<file path="src/stt_pkg.sv">
package stt_pkg;

  localparam int KEYWORD_MAX_BYTES_DEF = 24;
  localparam int COUNTER_BITS_DEF = 24;
  localparam int KW_COUNT = 24;
  localparam int KW_TEXT_MAX = 24;

  typedef enum logic [3:0] {
    MODE_IDLE    = 4'd0,
    MODE_COMMENT = 4'd1,
    MODE_NUMBER  = 4'd2,
    MODE_IDENT   = 4'd3,
    MODE_STRING  = 4'd4,
    MODE_ESCAPE  = 4'd5,
    MODE_COLON   = 4'd6,
    MODE_LT      = 4'd7,
    MODE_GT      = 4'd8
  } mode_t;

  localparam logic [5:0] K_UNKNOWN = 6'd0;
  localparam logic [5:0] K_EOF     = 6'd1;
  localparam logic [5:0] K_ASSIGN  = 6'd2;
  localparam logic [5:0] K_NE      = 6'd3;
  localparam logic [5:0] K_LE      = 6'd4;
  localparam logic [5:0] K_GE      = 6'd5;
  localparam logic [5:0] K_EQ      = 6'd6;
  localparam logic [5:0] K_LT      = 6'd7;
  localparam logic [5:0] K_GT      = 6'd8;
  localparam logic [5:0] K_PLUS    = 6'd9;
  localparam logic [5:0] K_MINUS   = 6'd10;
  localparam logic [5:0] K_STAR    = 6'd11;
  localparam logic [5:0] K_SLASH   = 6'd12;
  localparam logic [5:0] K_PCT     = 6'd13;
  localparam logic [5:0] K_LPAR    = 6'd14;
  localparam logic [5:0] K_RPAR    = 6'd15;
  localparam logic [5:0] K_LBRK    = 6'd16;
  localparam logic [5:0] K_RBRK    = 6'd17;
  localparam logic [5:0] K_COMMA   = 6'd18;
  localparam logic [5:0] K_INT     = 6'd19;
  localparam logic [5:0] K_FLOAT   = 6'd20;
  localparam logic [5:0] K_STRING  = 6'd21;
  localparam logic [5:0] K_IDENT   = 6'd22;
  localparam logic [5:0] K_KEYWORD0 = 6'd23;

  // Result record as the back part hands it to the output.
  typedef struct packed {
    logic        record_kind;
    logic [5:0]  token_kind;
    logic [23:0] token_line;
    logic [23:0] start_offset;
    logic [23:0] token_length;
    logic [7:0]  content_byte;
    logic        last_of_run;
  } rec_t;

  // Classified request handed from the front part to the back part.
  typedef struct packed {
    logic  eot;
    logic  [7:0] b;
  } req_t;

  localparam logic [4:0] KW_LEN [KW_COUNT] = '{
    5'd6, 5'd6, 5'd6, 5'd10, 5'd14, 5'd6, 5'd6, 5'd6, 5'd6, 5'd6, 5'd8, 5'd4,
    5'd10, 5'd6, 5'd4, 5'd8, 5'd6, 5'd4, 5'd24, 5'd4, 5'd6, 5'd2, 5'd6, 5'd4};

  // Keyword text, padded with zero bytes; byte 0 is the least significant.
  localparam logic [KW_TEXT_MAX*8-1:0] KW_TEXT [KW_COUNT] = '{
    192'hB3D0_BBD0_B0D0,
    192'h87D1_B0D0_BDD0,
    192'hBDD0_BED0_BAD0,
    192'hB4D0_BED0_B2D0_8BD1_B2D0,
    192'h82D1_B0D0_80D1_B2D0_B7D0_BED0_B2D0,
    192'hBBD0_B5D0_86D1,
    192'h89D1_B5D0_B2D0,
    192'h82D1_B8D0_BBD0,
    192'hB3D0_BED0_BBD0,
    192'hB1D0_B0D0_82D1,
    192'hB8D0_BBD0_81D1_B5D0,
    192'hBED0_82D1,
    192'hB5D0_87D1_B0D0_BDD0_B8D0,
    192'hB5D0_81D1_B2D0,
    192'h86D1_BDD0,
    192'hB0D0_BAD0_BED0_BFD0,
    192'hB7D0_B0D0_80D1,
    192'h86D1_BAD0,
    192'h8CD1_82D1_B0D0_B2D0_BED0_B7D0_8CD1_BBD0_BED0_BFD0_81D1_B8D0,
    192'hB0D0_B4D0,
    192'h82D1_B5D0_BDD0,
    192'hB8D0,
    192'hB8D0_BBD0_B8D0,
    192'hB5D0_BDD0};

  function automatic logic is_digit(input logic [7:0] b);
    return (b >= 8'h30) && (b <= 8'h39);
  endfunction

  function automatic logic is_ident_start(input logic [7:0] b);
    return ((b >= 8'h61) && (b <= 8'h7A)) || ((b >= 8'h41) && (b <= 8'h5A)) ||
           (b == 8'h5F) || (b > 8'h7F);
  endfunction

endpackage

</file>
<file path="src/source_text_tokenizer.sv">
// Channel | Direction | Handshake         | Payload
// in_     | input     | in_valid/in_stall | text_byte, end_of_text
// out_    | output    | out_valid/out_stall | record fields, last_of_run
// cfg_    | input     | cfg_valid/cfg_ready | first_line
// One byte per cycle while the output does not stall: a byte is queued in a
// two-entry queue and handled by the lexer core; each byte yields up to two
// records, drained from a two-slot buffer, which holds off the next byte.
// Reset is synchronous and active low; first_line returns to 1.
// A stall on the output holds the buffer and then fills the input queue.
module source_text_tokenizer #(
  parameter int KEYWORD_MAX_BYTES = stt_pkg::KEYWORD_MAX_BYTES_DEF,
  parameter int COUNTER_BITS = stt_pkg::COUNTER_BITS_DEF
) (
  input  logic        clk,
  input  logic        rst_n,
  input  logic        in_valid,
  output logic        in_stall,
  input  logic [7:0]  in_text_byte,
  input  logic        in_end_of_text,
  output logic        out_valid,
  input  logic        out_stall,
  output logic        out_record_kind,
  output logic [5:0]  out_token_kind,
  output logic [23:0] out_token_line,
  output logic [23:0] out_start_offset,
  output logic [23:0] out_token_length,
  output logic [7:0]  out_content_byte,
  output logic        out_last_of_run,
  input  logic        cfg_valid,
  output logic        cfg_ready,
  input  logic [23:0] cfg_first_line
);
  logic [23:0]   first_line_r;
  logic          q_valid, q_take;
  stt_pkg::req_t q_req;
  stt_pkg::rec_t rec;

  assign cfg_ready = 1'b1;

  // Configuration register.
  always_ff @(posedge clk) begin
    if (!rst_n) first_line_r <= 24'd1;
    else if (cfg_valid) first_line_r <= cfg_first_line;
  end

  stt_front u_front (
    .clk, .rst_n, .in_valid, .in_stall, .in_text_byte, .in_end_of_text,
    .q_valid, .q_req, .q_take
  );

  stt_core #(.KEYWORD_MAX_BYTES(KEYWORD_MAX_BYTES), .COUNTER_BITS(COUNTER_BITS)) u_core (
    .clk, .rst_n, .first_line(first_line_r), .q_valid, .q_req, .q_take,
    .out_valid, .out_stall, .out_rec(rec)
  );

  assign out_record_kind  = rec.record_kind;
  assign out_token_kind   = rec.token_kind;
  assign out_token_line   = rec.token_line;
  assign out_start_offset = rec.start_offset;
  assign out_token_length = rec.token_length;
  assign out_content_byte = rec.content_byte;
  assign out_last_of_run  = rec.last_of_run;
endmodule

</file>
<file path="src/stt_front.sv">
// Front part: takes input requests, marks end of text and queues them in a
// two-entry queue so the lexer core can stall on its own.
module stt_front (
  input  logic          clk,
  input  logic          rst_n,
  input  logic          in_valid,
  output logic          in_stall,
  input  logic [7:0]    in_text_byte,
  input  logic          in_end_of_text,
  output logic          q_valid,
  output stt_pkg::req_t q_req,
  input  logic          q_take
);
  stt_pkg::req_t mem_r [2];
  logic          wp_r, rp_r;
  logic [1:0]    cnt_r;
  logic          push;

  assign in_stall = (cnt_r == 2'd2);
  assign push     = in_valid && !in_stall;
  assign q_valid  = (cnt_r != 2'd0);
  assign q_req    = mem_r[rp_r];

  // Classify: a zero byte counts as end of text.
  always_ff @(posedge clk) begin
    if (push) begin
      mem_r[wp_r].eot <= in_end_of_text || (in_text_byte == 8'h00);
      mem_r[wp_r].b   <= in_text_byte;
    end
  end

  // Queue pointers and fill count.
  always_ff @(posedge clk) begin
    if (!rst_n) begin
      wp_r  <= 1'b0;
      rp_r  <= 1'b0;
      cnt_r <= 2'd0;
    end else begin
      if (push) wp_r <= ~wp_r;
      if (q_take) rp_r <= ~rp_r;
      cnt_r <= cnt_r + {1'b0, push} - {1'b0, q_take};
    end
  end
endmodule

</file>
<file path="src/stt_core.sv">
// Back part: lexer state, keyword compare and a two-slot output buffer.
module stt_core #(
  parameter int KEYWORD_MAX_BYTES = stt_pkg::KEYWORD_MAX_BYTES_DEF,
  parameter int COUNTER_BITS = stt_pkg::COUNTER_BITS_DEF
) (
  input  logic          clk,
  input  logic          rst_n,
  input  logic [23:0]   first_line,
  input  logic          q_valid,
  input  stt_pkg::req_t q_req,
  output logic          q_take,
  output logic          out_valid,
  input  logic          out_stall,
  output stt_pkg::rec_t out_rec
);
  localparam int CB = COUNTER_BITS;
  localparam logic [CB-1:0] CMAX = {CB{1'b1}};
  localparam int WI = $clog2(KEYWORD_MAX_BYTES);
  localparam logic [CB-1:0] KWMAX = CB'(KEYWORD_MAX_BYTES);

  stt_pkg::mode_t mode_r, mode_nxt;
  logic [CB-1:0] line_r, line_nxt, pos_r, pstart_r, pstart_nxt;
  logic [CB-1:0] pline_r, pline_nxt, plen_r, plen_nxt;
  logic          dot_r, dot_nxt, long_r, long_nxt;
  logic [7:0]    word_r [KEYWORD_MAX_BYTES];
  logic          wr_en;
  logic [WI-1:0] wr_idx;

  // Output buffer: up to two records per request.
  stt_pkg::rec_t buf_r [2];
  logic [1:0]    bcnt_r;
  logic          brp_r;
  stt_pkg::rec_t r0, r1;
  logic [1:0]    nres;
  logic          pop;

  logic [7:0] b;
  logic       eot;
  logic [5:0] wkind;
  logic [CB-1:0] linc_line, linc_plen;

  assign b   = q_req.b;
  assign eot = q_req.eot;
  assign pop = out_valid && !out_stall;
  // Take a request only when the buffer has room for two records.
  assign q_take = q_valid && ((bcnt_r == 2'd0) || ((bcnt_r == 2'd1) && pop));
  assign out_valid = (bcnt_r != 2'd0);
  assign out_rec = buf_r[brp_r];

  assign linc_line = (line_r == CMAX) ? CMAX : line_r + 1'b1;
  assign linc_plen = (plen_r == CMAX) ? CMAX : plen_r + 1'b1;

  // Parallel keyword compare against the stored word.
  always_comb begin
    logic hit;
    wkind = stt_pkg::K_IDENT;
    for (int k = stt_pkg::KW_COUNT - 1; k >= 0; k--) begin
      hit = !long_r && (plen_r == CB'(stt_pkg::KW_LEN[k]));
      for (int j = 0; j < stt_pkg::KW_TEXT_MAX; j++) begin
        if (j < int'(stt_pkg::KW_LEN[k]) &&
            word_r[j] != stt_pkg::KW_TEXT[k][j*8 +: 8]) hit = 1'b0;
      end
      if (hit) wkind = stt_pkg::K_KEYWORD0 + 6'(k);
    end
  end

  function automatic stt_pkg::rec_t mk(input logic rk, input logic [5:0] kd,
      input logic [CB-1:0] ln, input logic [CB-1:0] st, input logic [CB-1:0] len,
      input logic [7:0] cb);
    stt_pkg::rec_t r;
    r.record_kind  = rk;
    r.token_kind   = kd;
    r.token_line   = 24'(ln);
    r.start_offset = 24'(st);
    r.token_length = 24'(len);
    r.content_byte = cb;
    r.last_of_run  = 1'b0;
    return r;
  endfunction

  // Next state and records for one request.
  always_comb begin
    stt_pkg::rec_t pend;
    logic has_pend, fall, emit_pend;
    logic [5:0] ok;
    logic [7:0] d;
    mode_nxt = mode_r; line_nxt = line_r; pstart_nxt = pstart_r;
    pline_nxt = pline_r; plen_nxt = plen_r; dot_nxt = dot_r; long_nxt = long_r;
    wr_en = 1'b0; wr_idx = '0;
    r0 = '0; r1 = '0; nres = 2'd0;
    fall = 1'b0; emit_pend = 1'b0; d = b; ok = '1;
    has_pend = 1'b1;
    pend = '0;
    unique case (mode_r) inside
      stt_pkg::MODE_NUMBER: pend = mk(1'b0, dot_r ? stt_pkg::K_FLOAT : stt_pkg::K_INT,
                                      pline_r, pstart_r, plen_r, 8'h00);
      stt_pkg::MODE_IDENT: pend = mk(1'b0, wkind, pline_r, pstart_r, plen_r, 8'h00);
      stt_pkg::MODE_STRING, stt_pkg::MODE_ESCAPE:
        pend = mk(1'b0, stt_pkg::K_STRING, pline_r, pstart_r, plen_r, 8'h00);
      stt_pkg::MODE_COLON: pend = mk(1'b0, stt_pkg::K_UNKNOWN, pline_r, pstart_r,
                                     CB'(1), 8'h00);
      stt_pkg::MODE_LT: pend = mk(1'b0, stt_pkg::K_LT, pline_r, pstart_r, CB'(1), 8'h00);
      stt_pkg::MODE_GT: pend = mk(1'b0, stt_pkg::K_GT, pline_r, pstart_r, CB'(1), 8'h00);
      default: has_pend = 1'b0;
    endcase

    if (eot) begin
      if (has_pend) begin
        r0 = pend;
        r1 = mk(1'b0, stt_pkg::K_EOF, line_r, pos_r, '0, 8'h00);
        nres = 2'd2;
      end else begin
        r0 = mk(1'b0, stt_pkg::K_EOF, line_r, pos_r, '0, 8'h00);
        nres = 2'd1;
      end
    end else begin
      unique case (mode_r) inside
        stt_pkg::MODE_COMMENT: begin
          if (b == 8'h0A) begin
            line_nxt = linc_line;
            mode_nxt = stt_pkg::MODE_IDLE;
          end
        end
        stt_pkg::MODE_STRING: begin
          if (b == 8'h22) begin
            emit_pend = 1'b1;
            mode_nxt = stt_pkg::MODE_IDLE;
          end else if (b == 8'h5C) begin
            mode_nxt = stt_pkg::MODE_ESCAPE;
          end else begin
            if (b == 8'h0A) line_nxt = linc_line;
            plen_nxt = linc_plen;
            r0 = mk(1'b1, stt_pkg::K_STRING, pline_r, pstart_r, linc_plen, b);
            nres = 2'd1;
          end
        end
        stt_pkg::MODE_ESCAPE: begin
          case (b)
            8'h6E: d = 8'd10;
            8'h72: d = 8'd13;
            8'h74: d = 8'd9;
            8'h65: d = 8'd27;
            default: d = b;
          endcase
          plen_nxt = linc_plen;
          r0 = mk(1'b1, stt_pkg::K_STRING, pline_r, pstart_r, linc_plen, d);
          nres = 2'd1;
          mode_nxt = stt_pkg::MODE_STRING;
        end
        stt_pkg::MODE_NUMBER: begin
          if (stt_pkg::is_digit(b) || b == 8'h2E) begin
            if (b == 8'h2E) dot_nxt = 1'b1;
            plen_nxt = linc_plen;
          end else begin
            emit_pend = 1'b1;
            fall = 1'b1;
          end
        end
        stt_pkg::MODE_IDENT: begin
          if (stt_pkg::is_ident_start(b) || stt_pkg::is_digit(b)) begin
            if (plen_r < KWMAX) begin
              wr_en = 1'b1;
              wr_idx = plen_r[WI-1:0];
            end else begin
              long_nxt = 1'b1;
            end
            plen_nxt = linc_plen;
          end else begin
            emit_pend = 1'b1;
            fall = 1'b1;
          end
        end
        stt_pkg::MODE_COLON, stt_pkg::MODE_LT, stt_pkg::MODE_GT: begin
          if (mode_r == stt_pkg::MODE_COLON && b == 8'h3D) ok = stt_pkg::K_ASSIGN;
          else if (mode_r == stt_pkg::MODE_LT && b == 8'h3E) ok = stt_pkg::K_NE;
          else if (mode_r == stt_pkg::MODE_LT && b == 8'h3D) ok = stt_pkg::K_LE;
          else if (mode_r == stt_pkg::MODE_GT && b == 8'h3D) ok = stt_pkg::K_GE;
          if (ok != '1) begin
            r0 = mk(1'b0, ok, pline_r, pstart_r, CB'(2), 8'h00);
            nres = 2'd1;
            mode_nxt = stt_pkg::MODE_IDLE;
          end else begin
            emit_pend = 1'b1;
            fall = 1'b1;
          end
        end
        default: fall = 1'b1;
      endcase

      if (emit_pend) begin
        r0 = pend;
        nres = 2'd1;
        mode_nxt = stt_pkg::MODE_IDLE;
      end

      // Byte handling from the idle state.
      if (fall) begin
        ok = '1;
        mode_nxt = stt_pkg::MODE_IDLE;
        case (b) inside
          8'h20, 8'h09, 8'h0D: ;
          8'h0A: line_nxt = linc_line;
          8'h7C: mode_nxt = stt_pkg::MODE_COMMENT;
          8'h3A: mode_nxt = stt_pkg::MODE_COLON;
          8'h3C: mode_nxt = stt_pkg::MODE_LT;
          8'h3E: mode_nxt = stt_pkg::MODE_GT;
          8'h22: mode_nxt = stt_pkg::MODE_STRING;
          8'h3D: ok = stt_pkg::K_EQ;
          8'h2B: ok = stt_pkg::K_PLUS;
          8'h2D: ok = stt_pkg::K_MINUS;
          8'h2A: ok = stt_pkg::K_STAR;
          8'h2F: ok = stt_pkg::K_SLASH;
          8'h25: ok = stt_pkg::K_PCT;
          8'h28: ok = stt_pkg::K_LPAR;
          8'h29: ok = stt_pkg::K_RPAR;
          8'h5B: ok = stt_pkg::K_LBRK;
          8'h5D: ok = stt_pkg::K_RBRK;
          8'h2C: ok = stt_pkg::K_COMMA;
          default: begin
            if (stt_pkg::is_digit(b)) mode_nxt = stt_pkg::MODE_NUMBER;
            else if (stt_pkg::is_ident_start(b)) begin
              mode_nxt = stt_pkg::MODE_IDENT;
              wr_en = 1'b1;
              wr_idx = '0;
            end else ok = stt_pkg::K_UNKNOWN;
          end
        endcase
        if (mode_nxt == stt_pkg::MODE_COLON || mode_nxt == stt_pkg::MODE_LT ||
            mode_nxt == stt_pkg::MODE_GT || mode_nxt == stt_pkg::MODE_STRING ||
            mode_nxt == stt_pkg::MODE_NUMBER || mode_nxt == stt_pkg::MODE_IDENT) begin
          pstart_nxt = pos_r;
          pline_nxt = line_r;
          plen_nxt = (mode_nxt == stt_pkg::MODE_STRING) ? '0 : CB'(1);
          dot_nxt = 1'b0;
          long_nxt = 1'b0;
        end
        if (ok != '1) begin
          if (nres == 2'd0) begin
            r0 = mk(1'b0, ok, line_r, pos_r, CB'(1), 8'h00);
            nres = 2'd1;
          end else begin
            r1 = mk(1'b0, ok, line_r, pos_r, CB'(1), 8'h00);
            nres = 2'd2;
          end
        end
      end
    end
    if (nres == 2'd1) r0.last_of_run = 1'b1;
    if (nres == 2'd2) r1.last_of_run = 1'b1;
  end

  // Lexer state registers; end of text restarts everything.
  always_ff @(posedge clk) begin
    if (!rst_n) begin
      mode_r <= stt_pkg::MODE_IDLE;
      line_r <= CB'(1);
      pos_r <= '0; pstart_r <= '0; pline_r <= '0; plen_r <= '0;
      dot_r <= 1'b0; long_r <= 1'b0;
    end else if (q_take) begin
      if (eot) begin
        mode_r <= stt_pkg::MODE_IDLE;
        line_r <= (CB >= 24) ? CB'(first_line) :
                  ((first_line > 24'(CMAX)) ? CMAX : CB'(first_line));
        pos_r <= '0; pstart_r <= '0; pline_r <= '0; plen_r <= '0;
        dot_r <= 1'b0; long_r <= 1'b0;
      end else begin
        mode_r <= mode_nxt; line_r <= line_nxt;
        pos_r <= (pos_r == CMAX) ? CMAX : pos_r + 1'b1;
        pstart_r <= pstart_nxt; pline_r <= pline_nxt; plen_r <= plen_nxt;
        dot_r <= dot_nxt; long_r <= long_nxt;
      end
    end
  end

  // Word store: registers compared in parallel each cycle.
  always_ff @(posedge clk) begin
    if (q_take && !eot && wr_en) word_r[wr_idx] <= b;
  end

  // Output buffer.
  always_ff @(posedge clk) begin
    if (!rst_n) begin
      bcnt_r <= 2'd0;
      brp_r <= 1'b0;
    end else begin
      if (q_take) begin
        brp_r <= 1'b0;
        bcnt_r <= nres;
      end else if (pop) begin
        brp_r <= 1'b1;
        bcnt_r <= bcnt_r - 2'd1;
      end
    end
  end

  always_ff @(posedge clk) begin
    if (q_take) begin
      buf_r[0] <= r0;
      buf_r[1] <= r1;
    end
  end
endmodule

</file>
<file path="config.mk">
export PLATFORM = sky130hd
export DESIGN_NAME = source_text_tokenizer
export DESIGN_NICKNAME = d
export VERILOG_FILES = /design/src/stt_pkg.sv /design/src/source_text_tokenizer.sv /design/src/stt_front.sv /design/src/stt_core.sv
export SDC_FILE = /design/constraint.sdc
export NUM_CORES = 1
export LEC_CHECK = 0
export BUFFER_PORTS_ARGS = -buffer_cell sky130_fd_sc_hd__buf_2
export CORE_ASPECT_RATIO = 1.1
export CORE_MARGIN = 1.5
export CORE_UTILIZATION = 66
export CTS_CLUSTER_SIZE = 16
export DETAILED_ROUTE_END_ITERATION = 8
export PLACE_DENSITY_LB_ADDON = 0.25
export SYNTH_ARGS = -nofsm -noshare
export SYNTH_HDL_FRONTEND = slang
export SYNTH_SLANG_ARGS = --single-unit
</file>
<file path="constraint.sdc">
create_clock -name clk -period 10.2 [get_ports clk]
set_input_delay 1.02 -clock clk [delete_from_list [all_inputs] [get_ports clk]]
set_output_delay 1.02 -clock clk [all_outputs]
set_load 0.01 [all_outputs]
</file>
==> results.cfg <==
[synth]
ys_types = 100
syn_area_per_cell_um2 = 10.7
yosys_warnings = 0
yosys_register_bits = 513
syn_inst = 2295
synth-async-reset-ratio_pct = 0
synthFlopType = edfxtp_1
netlist_area_mm2 = 0.0245
synth_edf_count = 354
syn-num-nets = 2343
ys_seq_area_share_pct = 56.5

[timing]
rsz0062_at_grt = no
worst_pin_slew_ns = 1.08
finalHoldViolations = 0
timing.fmax_ghz = 0.188
fin_crit_ns = 5.33
hold_slack_ns = 0.449
slew_headroom_pct = 27.9
fin_setup_tns_ns = 0
fin_crit_sh_pct = 52.2
final.setup.worst_slack_ns = 4.87
fin_skew_ns = 0.0542
setup_viol = 0
maxSlewViolCount = 0

[run_status]
status = completed

[clock_tree]
clk_latency_ns = 0.61
cts_resized = 0
cts_tree = built
cts.reportedPaths.clkPinSlew_ns = 0.06
clock-root-buffer = clkbuf_16
cts_hold_buf = 0
cts-buffers-inserted = 49
ctsLongestPathBuffers = 3
cts_max_level = 2
cts.sinks = 513
postCtsSetupBuffers = 0

[floorplanning]
die-width_um = 187
die-area_mm2 = 0.0382
die_h_um = 205
rows = 73
fp.coreArea_mm2 = 0.0364
start_util_pct = 67.3
pin_count = 129

[drt]
drt-total-wl_um = 71400
drc = 0
ant_nets = 0
drt_iter0_drc = 2448
detail_route.wl_per_cell_um = 24.7
vias_per_cell = 6.96
first_pass_iters = 6
routed-via-count = 20078

[global_routing]
grt_max_degree = 72
busiest_layer = met2
grt_overflow = 0
grt_util_met2_pct = 65.1
grt_use_met3_pct = 5.93
grt_pass1_wl_um = 110000
grtUsageTotal_pct = 37.0
use_met1_pct = 44.2
grt_pass1_vias = 19611
antenna_found_initial = 1

[worst_setup_path]
cp-end-kind = flop
cp_max_fo = 38
worstSetupPathType = flop to flop
worst_ep_arrival_time_ns = 5.78
required_ns = 10.65
crit_path_start_kind = flop

[power]
p_int_mw = 4.18
p_sw_share_pct = 33.2
ir_drop_mv = 0.188
power_mw = 6.26
cellLeakagePower_nw = 9.18
power_frac_comb_pct = 25.5
pwr-share-clk_pct = 29.8
p_switching_mw = 2.08
seqPwrFrac_pct = 44.7
power_per_cell_area_mw_per_mm2 = 232

[placed_design]
place_ws_ns = 5.02
gp_congestion = 1.00
postPlaceCellArea_mm2 = 0.0254
port_buffers = 127
dp_hpwl_um = 47500

[layout]
n_antenna_cell = 0
finalNetCount = 2404
final_area_mm2 = 0.0271
area_growth_pct = 10.6
layout-drive-gt1-share_pct = 14.1

[hold_path]
hp-class = flop to flop

[flow_run]
drv_cap = 0
state kept, by name (all words and copies together) (netlist names), 2 cells and up, named ones only:
signal / cells
u_core.buf_r: 144
u_core.plen_r: 24
u_core.pline_r: 24
first_line_r: 24
u_core.word_r: 192
u_core.pos_r: 24
u_core.line_r: 24
u_front.mem_r: 18
u_core.mode_r: 4
u_core.bcnt_r: 2
u_core.pstart_r: 24
u_front.cnt_r: 2
power by group through the flow:
stage / registers [mW] / clock network, mW / logic, mW
floorplan: 2.80 / 0 / 1.05
global placement: 2.82 / 0 / 1.53
detailed placement: 2.84 / 0 / 1.56
CTS: 2.80 / 1.87 / 1.57
global route: 2.83 / 1.95 / 1.69
finish: 2.80 / 1.87 / 1.60
final cells by class:
class	count	area [µm²]
clock inverter	28	364
tap	487	609
sequential	513	13800
inverter	52	200
timing repair buffer	148	793
multi-input combinational	1592	9960
fill	2506	9300
clock buffer	64	1300
through the flow:
| step | utilization [%] | instances |
|---|---|---|
| 2_1_floorplan | - | 2295 |
| 3_3_place_gp | 69.8 | 2792 |
| 3_5_place_dp | 69.8 | 2792 |
| 4_1_cts | 74.4 | 2884 |
| 5_1_grt | 74.4 | 2884 |
| 6_report | 74.4 | 2884 |
Yosys cell counts, types with 30 or more instances:
cell type	count	area share [%]
nor2b_1	47	1.2
nand2_1	187	2.9
mux2_2	62	2.9
nor3_1	64	1.3
inv_1	48	0.74
o21ai_0	120	2.5
mux2i_1	30	1.2
nor2_1	175	2.7
and3_1	42	1.1
and2_1	44	1.1
dfxtp_1	159	13
nor4_1	59	1.5
a22o_1	58	2.1
edfxtp_1	354	43
clkbuf_1	106	1.6
a21oi_1	153	3.1
nand3_1	124	2.5
nand4_1	57	1.5
cell usage in the layout, fill, tap and decap left out, types with 20 or more instances in the layout:
cell and instances:
dfxtp_1 158, nor4bb_1 21, a31oi_1 23, and2_1 44, nor2_1 175, mux2i_1 29
nor2b_1 47, nor4_1 58, mux2_2 62, buf_4 21, a22o_1 58, o21ai_0 120
buf_2 127, and4b_1 20, a21oi_1 153, edfxtp_1 354, nand2_1 187, nand3_1 124
nor3_1 63, and3_1 42, nand4_1 57, inv_1 47, clkbuf_16 49
logic make-up (layout without fill, tap and decap cells):
| kind of cell | Yosys count | after routing | synth area share [%] |
|---|---|---|---|
| flip-flops | 513 | 513 | 56.5 |
| multiplexers | 94 | 94 | 4.23 |
| AND/OR/NAND/NOR | 979 | 979 | 22.0 |
| AO/OA/AOI/OAI | 502 | 502 | 13.5 |
| adder cells (fa/ha/maj) | 10 | 10 | 0.511 |
| XOR/XNOR | 5 | 5 | 0.179 |
| other | 2 | 2 | 0.0307 |
| buffers and inverters | 190 | 292 | 3.10 |
routing by layer:
metal / vias up / share of wire [%] / wire length [µm]
met3: 255 / 8.7 / 6190
met4: 2 / 5.1 / 3650
met5: - / 0.025 / 18
met1: 9672 / 36 / 25800
li1: 8890 / - / -
met2: 1259 / 50 / 35700
critical path: stages, from the launching register on:
cell       delay, ns
dfxtp_1         0.32
buf_4           0.37
mux2i_2         0.44
inv_2           0.33
or4_4           0.65
a2111oi_4       0.43
o2111a_1        0.50
nand3b_1        0.80
nand2_1         1.07
and2_1          0.26
final timing paths:
check / start / end / slack (ns) / depth (start not counted)
max: flop / u_core.buf_r[1][78] / 4.87 / 9
min: u_core.pstart_r[18] / u_core.pstart_r[18] / 0.45 / 2
max reg2reg: flop / u_core.buf_r[1][78] / 4.87 / 9
min reg2reg: u_core.pstart_r[18] / u_core.pstart_r[18] / 0.45 / 2
Power figures use the tool's default switching activity.
